<file path="config.mk">
export PLATFORM = sky130hd
export DESIGN_NAME = slot_table_nearest_free
export DESIGN_NICKNAME = d
export VERILOG_FILES = /design/src/rtl/slt_pkg.sv /design/src/rtl/slt_mem.sv /design/src/rtl/slt_ctrl.sv /design/src/rtl/slot_table_nearest_free.sv
export VERILOG_INCLUDE_DIRS = /design/src /design/src/rtl
export SDC_FILE = /design/constraint.sdc
export NUM_CORES = 1
export LEC_CHECK = 0
export BUFFER_PORTS_ARGS = -buffer_cell sky130_fd_sc_hd__buf_2
export CORE_MARGIN = 2
export CORE_UTILIZATION = 35
export CTS_CLUSTER_SIZE = 24
export DETAILED_ROUTE_END_ITERATION = 10
export PLACE_DENSITY = 0.51
export SYNTH_ARGS = -nofsm -noshare
export SYNTH_HDL_FRONTEND = slang
export SYNTH_SLANG_ARGS = --single-unit
export TNS_END_PERCENT = 5
</file>
<file path="constraint.sdc">
create_clock -name clk -period 10.6 [get_ports clk]
set_input_delay 1.59 -clock clk [delete_from_list [all_inputs] [get_ports clk]]
set_output_delay 1.59 -clock clk [all_outputs]
set_load 0.02 [all_outputs]
</file>
<file path="src/rtl/slot_table_nearest_free_assert.svh">
// Assertion macros for the slot table block.
// Included by the modules that carry concurrent checks; expects clk and rst_n in scope.
`ifndef SLOT_TABLE_NEAREST_FREE_ASSERT_SVH
`define SLOT_TABLE_NEAREST_FREE_ASSERT_SVH
`ifndef SYNTHESIS
`define SLT_ASSERT(lbl, prop, msg) \
    lbl: assert property (@(posedge clk) disable iff (!rst_n) prop) else $error(msg);
`define SLT_ASSERT_NEXT(lbl, cond, conseq, msg) \
    lbl: assert property (@(posedge clk) disable iff (!rst_n) (cond) |=> (conseq)) \
        else $error(msg);
`else
`define SLT_ASSERT(lbl, prop, msg)
`define SLT_ASSERT_NEXT(lbl, cond, conseq, msg)
`endif
`endif

</file>
<file path="src/rtl/slt_pkg.sv">
// Shared constants, codes and types for the slot table block.
// No dependencies; imported by every module of the block.
package slt_pkg;

    localparam int SLOTS  = 8;
    localparam int IDX_W  = (SLOTS > 1) ? $clog2(SLOTS) : 1;
    localparam int POS_W  = 6;
    localparam int VAL_W  = 32;
    localparam int CNT_W  = 7;
    localparam int STAT_W = 3;
    localparam int CMD_W  = 2;

    typedef logic [IDX_W-1:0] idx_t;

    typedef enum logic [CMD_W-1:0] {
        CMD_INSERT = 2'd0,
        CMD_REMOVE = 2'd1,
        CMD_SEARCH = 2'd2
    } cmd_t;

    typedef enum logic [STAT_W-1:0] {
        STAT_OK       = 3'd0,
        STAT_FULL     = 3'd1,
        STAT_BADPOS   = 3'd2,
        STAT_NOTFOUND = 3'd3,
        STAT_EMPTY    = 3'd4,
        STAT_ZERO     = 3'd5
    } status_t;

    typedef enum logic [1:0] {
        S_IDLE,
        S_WALK,
        S_SEARCH
    } ctrl_state_t;

    // one request to the slot memory per cycle
    typedef struct packed {
        logic             wr_en;    // store word and mark slot taken
        logic             clr_en;   // mark slot empty
        idx_t             addr;
        logic [VAL_W-1:0] wr_data;
        logic             rd_en;
        idx_t             rd_addr;
    } mem_req_t;

    typedef struct packed {
        status_t          status;
        logic [POS_W-1:0] slot_index;
        logic [CNT_W-1:0] count;
    } result_t;

endpackage

</file>
<file path="src/rtl/slt_mem.sv">
// Slot word memory with registered read, plus per-slot occupancy flags.
// Depends on slt_pkg. An empty slot reads as zero.
module slt_mem (
    input  logic                          clk,
    input  logic                          rst_n,
    input  slt_pkg::mem_req_t             req,
    output logic [slt_pkg::SLOTS-1:0]     valid,
    output logic [slt_pkg::VAL_W-1:0]     rd_data
);
    import slt_pkg::*;

    logic [VAL_W-1:0] mem [SLOTS];
    logic [VAL_W-1:0] rd_q_reg;
    logic             rd_valid_reg;
    logic [SLOTS-1:0] valid_reg;
    logic [SLOTS-1:0] valid_next;

    always_ff @(posedge clk)
    begin
        if (req.wr_en)
        begin
            mem[req.addr] <= req.wr_data;
        end
        if (req.rd_en)
        begin
            rd_q_reg <= mem[req.rd_addr];
        end
    end

    always_comb
    begin
        valid_next = valid_reg;
        if (req.wr_en)
        begin
            valid_next[req.addr] = 1'b1;
        end
        if (req.clr_en)
        begin
            valid_next[req.addr] = 1'b0;
        end
    end

    always_ff @(posedge clk or negedge rst_n)
    begin
        if (!rst_n)
        begin
            valid_reg    <= '0;
            rd_valid_reg <= 1'b0;
        end
        else
        begin
            valid_reg <= valid_next;
            if (req.rd_en)
            begin
                rd_valid_reg <= valid_reg[req.rd_addr];
            end
        end
    end

    assign valid   = valid_reg;
    assign rd_data = rd_valid_reg ? rd_q_reg : '0;

endmodule

</file>
<file path="src/rtl/slt_ctrl.sv">
// Command sequencer: decodes commands, walks for the nearest free slot, scans on search,
// keeps the occupied count and holds the result register. Depends on slt_pkg.
`include "slot_table_nearest_free_assert.svh"
module slt_ctrl (
    input  logic                          clk,
    input  logic                          rst_n,
    input  logic                          in_valid,
    output logic                          in_ready,
    input  logic [slt_pkg::CMD_W-1:0]     cmd,
    input  logic [slt_pkg::POS_W-1:0]     pos,
    input  logic [slt_pkg::VAL_W-1:0]     value,
    output logic                          out_valid,
    input  logic                          out_ready,
    output slt_pkg::result_t              out_res,
    output slt_pkg::mem_req_t             mem_req,
    input  logic [slt_pkg::SLOTS-1:0]     valid,
    input  logic [slt_pkg::VAL_W-1:0]     rd_data
);
    import slt_pkg::*;

    ctrl_state_t      state_reg, state_next;
    idx_t             pos_reg, pos_next;
    idx_t             dist_reg, dist_next;
    idx_t             cmp_idx_reg, cmp_idx_next;
    logic [VAL_W-1:0] key_reg, key_next;
    logic [CNT_W-1:0] count_reg, count_next;
    logic             res_valid_reg;
    result_t          res_reg;
    result_t          res_new;
    logic             done;

    logic             take;
    logic             out_free;
    logic             pos_ok;
    idx_t             pos_idx;
    logic             tbl_full;
    logic             walk_start;
    logic             search_start;
    idx_t             left_idx;
    logic [IDX_W:0]   right_sum;
    logic             left_ok;
    logic             right_ok;

    // decode and walk candidates
    always_comb
    begin
        out_free     = !res_valid_reg || out_ready;
        in_ready     = (state_reg == S_IDLE) && out_free;
        take         = in_valid && in_ready;
        pos_ok       = {1'b0, pos} < (POS_W+1)'(SLOTS);
        pos_idx      = pos[IDX_W-1:0];
        tbl_full     = count_reg >= CNT_W'(SLOTS);
        walk_start   = take && (cmd_t'(cmd) == CMD_INSERT) && !tbl_full && pos_ok
                       && (value != '0) && valid[pos_idx];
        search_start = take && (cmd_t'(cmd) == CMD_SEARCH);
        left_idx     = pos_reg - dist_reg;
        right_sum    = {1'b0, pos_reg} + {1'b0, dist_reg};
        left_ok      = (dist_reg <= pos_reg) ? !valid[left_idx] : 1'b0;
        right_ok     = (right_sum < (IDX_W+1)'(SLOTS)) ? !valid[right_sum[IDX_W-1:0]] : 1'b0;
    end

    // outputs: memory request, result and count update
    always_comb
    begin
        done               = 1'b0;
        mem_req            = '0;
        count_next         = count_reg;
        res_new.status     = STAT_OK;
        res_new.slot_index = '0;
        unique case (state_reg)
            S_IDLE:
            begin
                if (take)
                begin
                    unique case (cmd_t'(cmd))
                        CMD_INSERT:
                        begin
                            done = !walk_start;
                            if (tbl_full)
                            begin
                                res_new.status = STAT_FULL;
                            end
                            else if (!pos_ok)
                            begin
                                res_new.status = STAT_BADPOS;
                            end
                            else if (value == '0)
                            begin
                                res_new.status = STAT_ZERO;
                            end
                            else if (!valid[pos_idx])
                            begin
                                mem_req.wr_en      = 1'b1;
                                mem_req.addr       = pos_idx;
                                mem_req.wr_data    = value;
                                count_next         = count_reg + CNT_W'(1);
                                res_new.slot_index = POS_W'(pos_idx);
                            end
                        end
                        CMD_REMOVE:
                        begin
                            done = 1'b1;
                            if (!pos_ok)
                            begin
                                res_new.status = STAT_BADPOS;
                            end
                            else if (!valid[pos_idx])
                            begin
                                res_new.status = STAT_EMPTY;
                            end
                            else
                            begin
                                mem_req.clr_en     = 1'b1;
                                mem_req.addr       = pos_idx;
                                res_new.slot_index = POS_W'(pos_idx);
                                if (count_reg != '0)
                                begin
                                    count_next = count_reg - CNT_W'(1);
                                end
                            end
                        end
                        CMD_SEARCH:
                        begin
                            mem_req.rd_en   = 1'b1;
                            mem_req.rd_addr = idx_t'(SLOTS - 1);
                        end
                        default:
                        begin
                            done           = 1'b1;
                            res_new.status = STAT_BADPOS;
                        end
                    endcase
                end
            end
            S_WALK:
            begin
                if (out_free)
                begin
                    // left side first at each distance
                    if (left_ok)
                    begin
                        done               = 1'b1;
                        mem_req.wr_en      = 1'b1;
                        mem_req.addr       = left_idx;
                        mem_req.wr_data    = key_reg;
                        count_next         = count_reg + CNT_W'(1);
                        res_new.slot_index = POS_W'(left_idx);
                    end
                    else if (right_ok)
                    begin
                        done               = 1'b1;
                        mem_req.wr_en      = 1'b1;
                        mem_req.addr       = right_sum[IDX_W-1:0];
                        mem_req.wr_data    = key_reg;
                        count_next         = count_reg + CNT_W'(1);
                        res_new.slot_index = POS_W'(right_sum[IDX_W-1:0]);
                    end
                    else if (dist_reg == idx_t'(SLOTS - 1))
                    begin
                        done           = 1'b1;
                        res_new.status = STAT_FULL;
                    end
                end
            end
            S_SEARCH:
            begin
                if (out_free)
                begin
                    if (rd_data == key_reg)
                    begin
                        done               = 1'b1;
                        res_new.slot_index = POS_W'(cmp_idx_reg);
                    end
                    else if (cmp_idx_reg == '0)
                    begin
                        done           = 1'b1;
                        res_new.status = STAT_NOTFOUND;
                    end
                    else
                    begin
                        mem_req.rd_en   = 1'b1;
                        mem_req.rd_addr = cmp_idx_reg - idx_t'(1);
                    end
                end
            end
            default:
            begin
                done = 1'b0;
            end
        endcase
        res_new.count = count_next;
    end

    // next state
    always_comb
    begin
        state_next   = state_reg;
        pos_next     = pos_reg;
        dist_next    = dist_reg;
        cmp_idx_next = cmp_idx_reg;
        key_next     = key_reg;
        unique case (state_reg)
            S_IDLE:
            begin
                if (walk_start)
                begin
                    state_next = S_WALK;
                    pos_next   = pos_idx;
                    dist_next  = idx_t'(1);
                    key_next   = value;
                end
                else if (search_start)
                begin
                    state_next   = S_SEARCH;
                    cmp_idx_next = idx_t'(SLOTS - 1);
                    key_next     = value;
                end
            end
            S_WALK:
            begin
                if (done)
                begin
                    state_next = S_IDLE;
                end
                else if (out_free)
                begin
                    dist_next = dist_reg + idx_t'(1);
                end
            end
            S_SEARCH:
            begin
                if (done)
                begin
                    state_next = S_IDLE;
                end
                else if (mem_req.rd_en)
                begin
                    cmp_idx_next = mem_req.rd_addr;
                end
            end
            default:
            begin
                state_next = S_IDLE;
            end
        endcase
    end

    always_ff @(posedge clk or negedge rst_n)
    begin
        if (!rst_n)
        begin
            state_reg     <= S_IDLE;
            count_reg     <= '0;
            res_valid_reg <= 1'b0;
        end
        else
        begin
            state_reg <= state_next;
            count_reg <= count_next;
            if (done)
            begin
                res_valid_reg <= 1'b1;
            end
            else if (out_ready)
            begin
                res_valid_reg <= 1'b0;
            end
        end
    end

    always_ff @(posedge clk)
    begin
        pos_reg     <= pos_next;
        dist_reg    <= dist_next;
        cmp_idx_reg <= cmp_idx_next;
        key_reg     <= key_next;
        if (done)
        begin
            res_reg <= res_new;
        end
    end

    assign out_valid = res_valid_reg;
    assign out_res   = res_reg;

    `SLT_ASSERT(a_count_range, count_reg <= CNT_W'(SLOTS), "occupied count above table size")
    `SLT_ASSERT(a_count_flags, CNT_W'($countones(valid)) == count_reg, "count differs from flags")
    `SLT_ASSERT(a_write_has_result, mem_req.wr_en |-> done, "slot written without a result")
    `SLT_ASSERT(a_walk_taken, (state_reg == S_WALK) |-> valid[pos_reg], "walk from empty slot")
    `SLT_ASSERT_NEXT(a_write_marks, mem_req.wr_en, valid[$past(mem_req.addr)], "slot not marked")

endmodule

</file>
<file path="src/rtl/slot_table_nearest_free.sv">
// Slot table, nearest-free insert: top level with stream ports.
// Depends on slt_pkg, slt_mem and slt_ctrl.
//
// Usage:
//   Commands arrive on the s_* channel, one transfer per command; each gives exactly
//   one result transfer on the m_* channel.
//   Remove, refused commands and an insert whose requested slot is free finish in the
//   accept cycle; the result is registered and shown the next cycle.
//   An insert that finds its slot taken walks outwards one distance per cycle
//   (left before right), up to distance SLOTS-1, from the occupancy flags.
//   A search reads the slot memory one entry per cycle from the top index down;
//   its registered read port sets the pace.
//   One command is worked at a time; the next is accepted once the result register
//   is free or being emptied in the same cycle.
//   Reset clears every occupancy flag and the count at once: no clearing pass.
//   When the receiver stalls, the result holds on m_tdata and s_tready stays low.
module slot_table_nearest_free (
    input  logic        clk,
    input  logic        rst_n,
    input  logic        s_tvalid,
    output logic        s_tready,
    input  logic [39:0] s_tdata,   // position[5:0], value[37:6], zero pad
    input  logic [1:0]  s_tuser,   // command[1:0]
    output logic        m_tvalid,
    input  logic        m_tready,
    output logic [15:0] m_tdata    // status[2:0], slot_index[8:3], occupied_count[15:9]
);
    import slt_pkg::*;

    mem_req_t         mem_req;
    logic [SLOTS-1:0] valid;
    logic [VAL_W-1:0] rd_data;
    result_t          res;

    slt_mem u_mem (
        .clk     (clk),
        .rst_n   (rst_n),
        .req     (mem_req),
        .valid   (valid),
        .rd_data (rd_data)
    );

    slt_ctrl u_ctrl (
        .clk       (clk),
        .rst_n     (rst_n),
        .in_valid  (s_tvalid),
        .in_ready  (s_tready),
        .cmd       (s_tuser),
        .pos       (s_tdata[5:0]),
        .value     (s_tdata[37:6]),
        .out_valid (m_tvalid),
        .out_ready (m_tready),
        .out_res   (res),
        .mem_req   (mem_req),
        .valid     (valid),
        .rd_data   (rd_data)
    );

    assign m_tdata = {res.count, res.slot_index, res.status};

endmodule

</file>
==> run_summary.xml <==
<?xml version="1.0" encoding="UTF-8"?>
<metrics>
  <group name="status">
    <metric name="outcome" unit="">completed</metric>
  </group>
  <group name="yosys">
    <metric name="netlist-cell-type-count" unit="">86</metric>
    <metric name="synth.cell_area" unit="um2">16700</metric>
    <metric name="ys_seq_area_frac" unit="">0.642</metric>
    <metric name="ys_async_sr_fraction" unit="">0.0526</metric>
    <metric name="synth_top_area_frac" unit="">0.613</metric>
    <metric name="synthTopCellsByCount" unit="">sky130_fd_sc_hd__edfxtp_1, sky130_fd_sc_hd__a211oi_1, sky130_fd_sc_hd__nor3b_1, sky130_fd_sc_hd__clkbuf_1, sky130_fd_sc_hd__nand2_1</metric>
    <metric name="post-synth-top-count-cell" unit="">sky130_fd_sc_hd__edfxtp_1</metric>
    <metric name="synth-warning-count" unit="">0</metric>
    <metric name="syn_avg_cell_area" unit="um2">14.0</metric>
    <metric name="synth_edf_count" unit="">342</metric>
    <metric name="synth.area.top_cells" unit="">sky130_fd_sc_hd__edfxtp_1, sky130_fd_sc_hd__a211oi_1, sky130_fd_sc_hd__nor3b_1</metric>
    <metric name="synth_top_area_cell" unit="">sky130_fd_sc_hd__edfxtp_1</metric>
    <metric name="most_used_flip_flop_cell_after_synthesis" unit="">sky130_fd_sc_hd__edfxtp_1</metric>
    <metric name="yosys_register_bits" unit="">361</metric>
    <metric name="post_synth_inst_count" unit="">1199</metric>
  </group>
  <group name="worst_setup_path">
    <metric name="cp_data_arrival_time" unit="ns">5.37</metric>
    <metric name="setup.worst_path.end_class" unit="">register</metric>
    <metric name="worst-setup-path-type" unit="">reg -&gt; reg</metric>
    <metric name="worst-endpoint-required" unit="ns">10.76</metric>
    <metric name="crit_path_max_fanout" unit="">32</metric>
    <metric name="reg2reg_slack" unit="ns">5.39</metric>
    <metric name="start_kind" unit="">register</metric>
  </group>
  <group name="pwr">
    <metric name="clkPwrFrac" unit="">0.319</metric>
    <metric name="power-per-cell-area" unit="nW/um2">219</metric>
    <metric name="fin_total_pwr" unit="mW">4.13</metric>
    <metric name="ir_worst_vdd" unit="uV">130</metric>
    <metric name="p_sw_frac" unit="">0.318</metric>
    <metric name="comb_power_share" unit="">0.235</metric>
    <metric name="sequentialPowerShare" unit="">0.446</metric>
    <metric name="net_switching_power_figure" unit="mW">1.31</metric>
    <metric name="power_leakage" unit="nW">6.01</metric>
    <metric name="power_report.internal_total" unit="mW">2.82</metric>
  </group>
  <group name="detailed_routing">
    <metric name="totalWireLength" unit="um">46100</metric>
    <metric name="vias_per_cell" unit="">5.79</metric>
    <metric name="drt_iter0_drc" unit="">1118</metric>
    <metric name="drtAntennaViolNets" unit="">0</metric>
    <metric name="drt-wirelength-per-cell" unit="um">24.6</metric>
    <metric name="num_vias" unit="">10900</metric>
    <metric name="drt_pass1_iterations" unit="">5</metric>
    <metric name="remaining_drc_errors" unit="">0</metric>
  </group>
  <group name="global_routing">
    <metric name="largest_net_degree_at_the_start_of_global_routing" unit="">74</metric>
    <metric name="grt_pass1_vias" unit="">10700</metric>
    <metric name="grt-ovfl-total" unit="">0</metric>
    <metric name="grt_pass1_wl" unit="um">69600</metric>
    <metric name="antenna_found_initial" unit="">0</metric>
    <metric name="grt_util_all_layers" unit="">0.185</metric>
  </group>
  <group name="clock_tree">
    <metric name="cts.repair_timing.setup_buffer_count" unit="">0</metric>
    <metric name="cts.root.buffer_cell" unit="">sky130_fd_sc_hd__clkbuf_16</metric>
    <metric name="cts_inserted_buffers" unit="">41</metric>
    <metric name="cts_max_level" unit="">2</metric>
    <metric name="clock_tree.buffer_depth" unit="">3</metric>
    <metric name="clkSinkCount" unit="">361</metric>
    <metric name="post_cts_hold_buffers" unit="">0</metric>
    <metric name="cts-resized-gates" unit="">0</metric>
    <metric name="clk_latency" unit="ns">0.56</metric>
    <metric name="clk_pin_slew" unit="ns">0.06</metric>
    <metric name="clock_tree_from_tritoncts" unit="">done</metric>
  </group>
  <group name="floorplan">
    <metric name="die-height" unit="um">223</metric>
    <metric name="placementRows" unit="">80</metric>
    <metric name="pin_count" unit="">64</metric>
    <metric name="die_w" unit="um">223</metric>
    <metric name="floorplan.initialDensity" unit="">0.353</metric>
    <metric name="design.die.area" unit="um2">49600</metric>
    <metric name="floorplan.core_area" unit="um2">47400</metric>
  </group>
  <group name="timing">
    <metric name="final.period_utilization" unit="">0.492</metric>
    <metric name="hold_violations" unit="">0</metric>
    <metric name="finalWorstPathRequiredPeriod" unit="ns">5.21</metric>
    <metric name="max_freq" unit="MHz">192</metric>
    <metric name="slew-limit-headroom" unit="">0.276</metric>
    <metric name="unrepaired_setup_endpoints_after_global_routing" unit="">false</metric>
    <metric name="skew" unit="ns">0.0213</metric>
    <metric name="worst-slew-pin-transition" unit="ns">1.08</metric>
    <metric name="timing_max_transition_violations_final" unit="">0</metric>
    <metric name="number_of_endpoints_failing_setup_at_the_final_stage" unit="">0</metric>
    <metric name="timing.setup.tns" unit="ns">0</metric>
  </group>
  <group name="placed_design">
    <metric name="placer_s_final_routability_congestion_estimate" unit="">0.856</metric>
    <metric name="portBuffers" unit="">58</metric>
    <metric name="hpwlAfterDp" unit="um">26400</metric>
  </group>
  <group name="finish">
    <metric name="final_layout_size_suffix_gt1_frac" unit="">0.156</metric>
    <metric name="largest_register_ffs" unit="">256</metric>
    <metric name="layout-area-overhead-vs-synth" unit="%">12.6</metric>
    <metric name="antenna-diode-count" unit="">0</metric>
    <metric name="finalNetCount" unit="">1300</metric>
  </group>
  <group name="job">
    <metric name="timing.max_cap.violations" unit="">0</metric>
  </group>
  <group name="min_path">
    <metric name="holdCritPathClass" unit="">reg -&gt; reg</metric>
  </group>
</metrics>
[per-stage QoR]
stage / setup WS, ns / instance area, um2 / instances / hold WS (ns) / utilization
floorplan: 5.09 / 16800 / 1201 / 0.498 / -
global placement: 4.91 / 17600 / 1807 / 0.557 / 0.372
detailed placement: 4.86 / 17600 / 1807 / 0.581 / 0.372
CTS: 5.31 / 18900 / 1877 / 0.592 / 0.398
global route: 5.09 / 18900 / 1877 / 0.636 / 0.398
finish: 5.39 / 18900 / 1877 / 0.593 / 0.398
[final timing paths]
check                                          from                  end  depth (start not counted)
min in group asynchronous                     rst_n  u_ctrl.count_reg[4]                          1
worst max-delay path             u_ctrl.dist_reg[0]     u_mem.mem[4][18]                         11
max in group asynchronous                     rst_n   u_mem.rd_valid_reg                          1
worst min register to register  u_ctrl.count_reg[6]  u_ctrl.count_reg[6]                          1
worst max register to register   u_ctrl.dist_reg[0]     u_mem.mem[4][18]                         11
worst min-delay path            u_ctrl.count_reg[6]  u_ctrl.count_reg[6]                          1
[per-layer routing]
metal | vias to the layer above | share of wire | GRT usage
li1 | 4965 | - | -
met1 | 5505 | 0.45 | 0.259
met2 | 339 | 0.48 | 0.301
met3 | 57 | 0.051 | 0.0278
met4 | 0 | 0.019 | 0.0478
met5 | - | 0 | 0
[layout by cell type (no fill, tap or decap), drive strengths merged, types with 28 or more instances in the layout]
cell type and count:
clkbuf 55, a22o 32, nand3 35, buf 77
inv 28, a211oi 131, nor4 48, o22ai 32
edfxtp 342, nor3b 125, nand2 37
[cell type report]
class | instances | area [um2]
well taps | 615 | 769
multi-input cells | 728 | 5590
inverters | 26 | 97.6
repair buffers | 77 | 433
flip-flops and latches | 361 | 10700
clock inverters | 15 | 98.8
fillers | 4467 | 28600
clock buffers | 55 | 1130
[power groups by stage]
| stage | Combinational (mW) | Sequential (mW) | Clock, mW |
|---|---|---|---|
| final | 0.972 | 1.84 | 1.32 |
| after floorplan | 0.667 | 1.87 | 0 |
| after CTS | 0.980 | 1.84 | 1.35 |
| after global routing | 1.06 | 1.86 | 1.41 |
| after global placement | 0.966 | 1.86 | 0 |
| after detailed placement | 0.975 | 1.87 | 0 |
[logic make-up (layout without fill, tap and decap cells)]
logic type,count (synthesis),in the layout,share of synthesized area
simple gates,355,355,0.142
flops,361,361,0.642
buf+inv,112,173,0.0302
compound gates,320,320,0.149
mux,13,13,0.0133
xor+xnor,18,18,0.00941
other cells,1,3,0.000224
fa+ha+maj,19,19,0.0151
[worst max-delay path: stages, from the launching register on]
cell and delay [ns]:
sky130_fd_sc_hd__edfxtp_1 0.44, sky130_fd_sc_hd__ha_1 0.26, sky130_fd_sc_hd__fa_1 0.59, sky130_fd_sc_hd__mux4_2 0.35, sky130_fd_sc_hd__o32ai_2 0.27, sky130_fd_sc_hd__mux2i_1 0.16
sky130_fd_sc_hd__o22ai_2 0.34, sky130_fd_sc_hd__and2_2 0.58, sky130_fd_sc_hd__buf_4 0.45, sky130_fd_sc_hd__or2_0 0.33, sky130_fd_sc_hd__o211ai_1 0.18, sky130_fd_sc_hd__inv_2 0.81
Note: power is estimated with default switching activity, not from simulation.
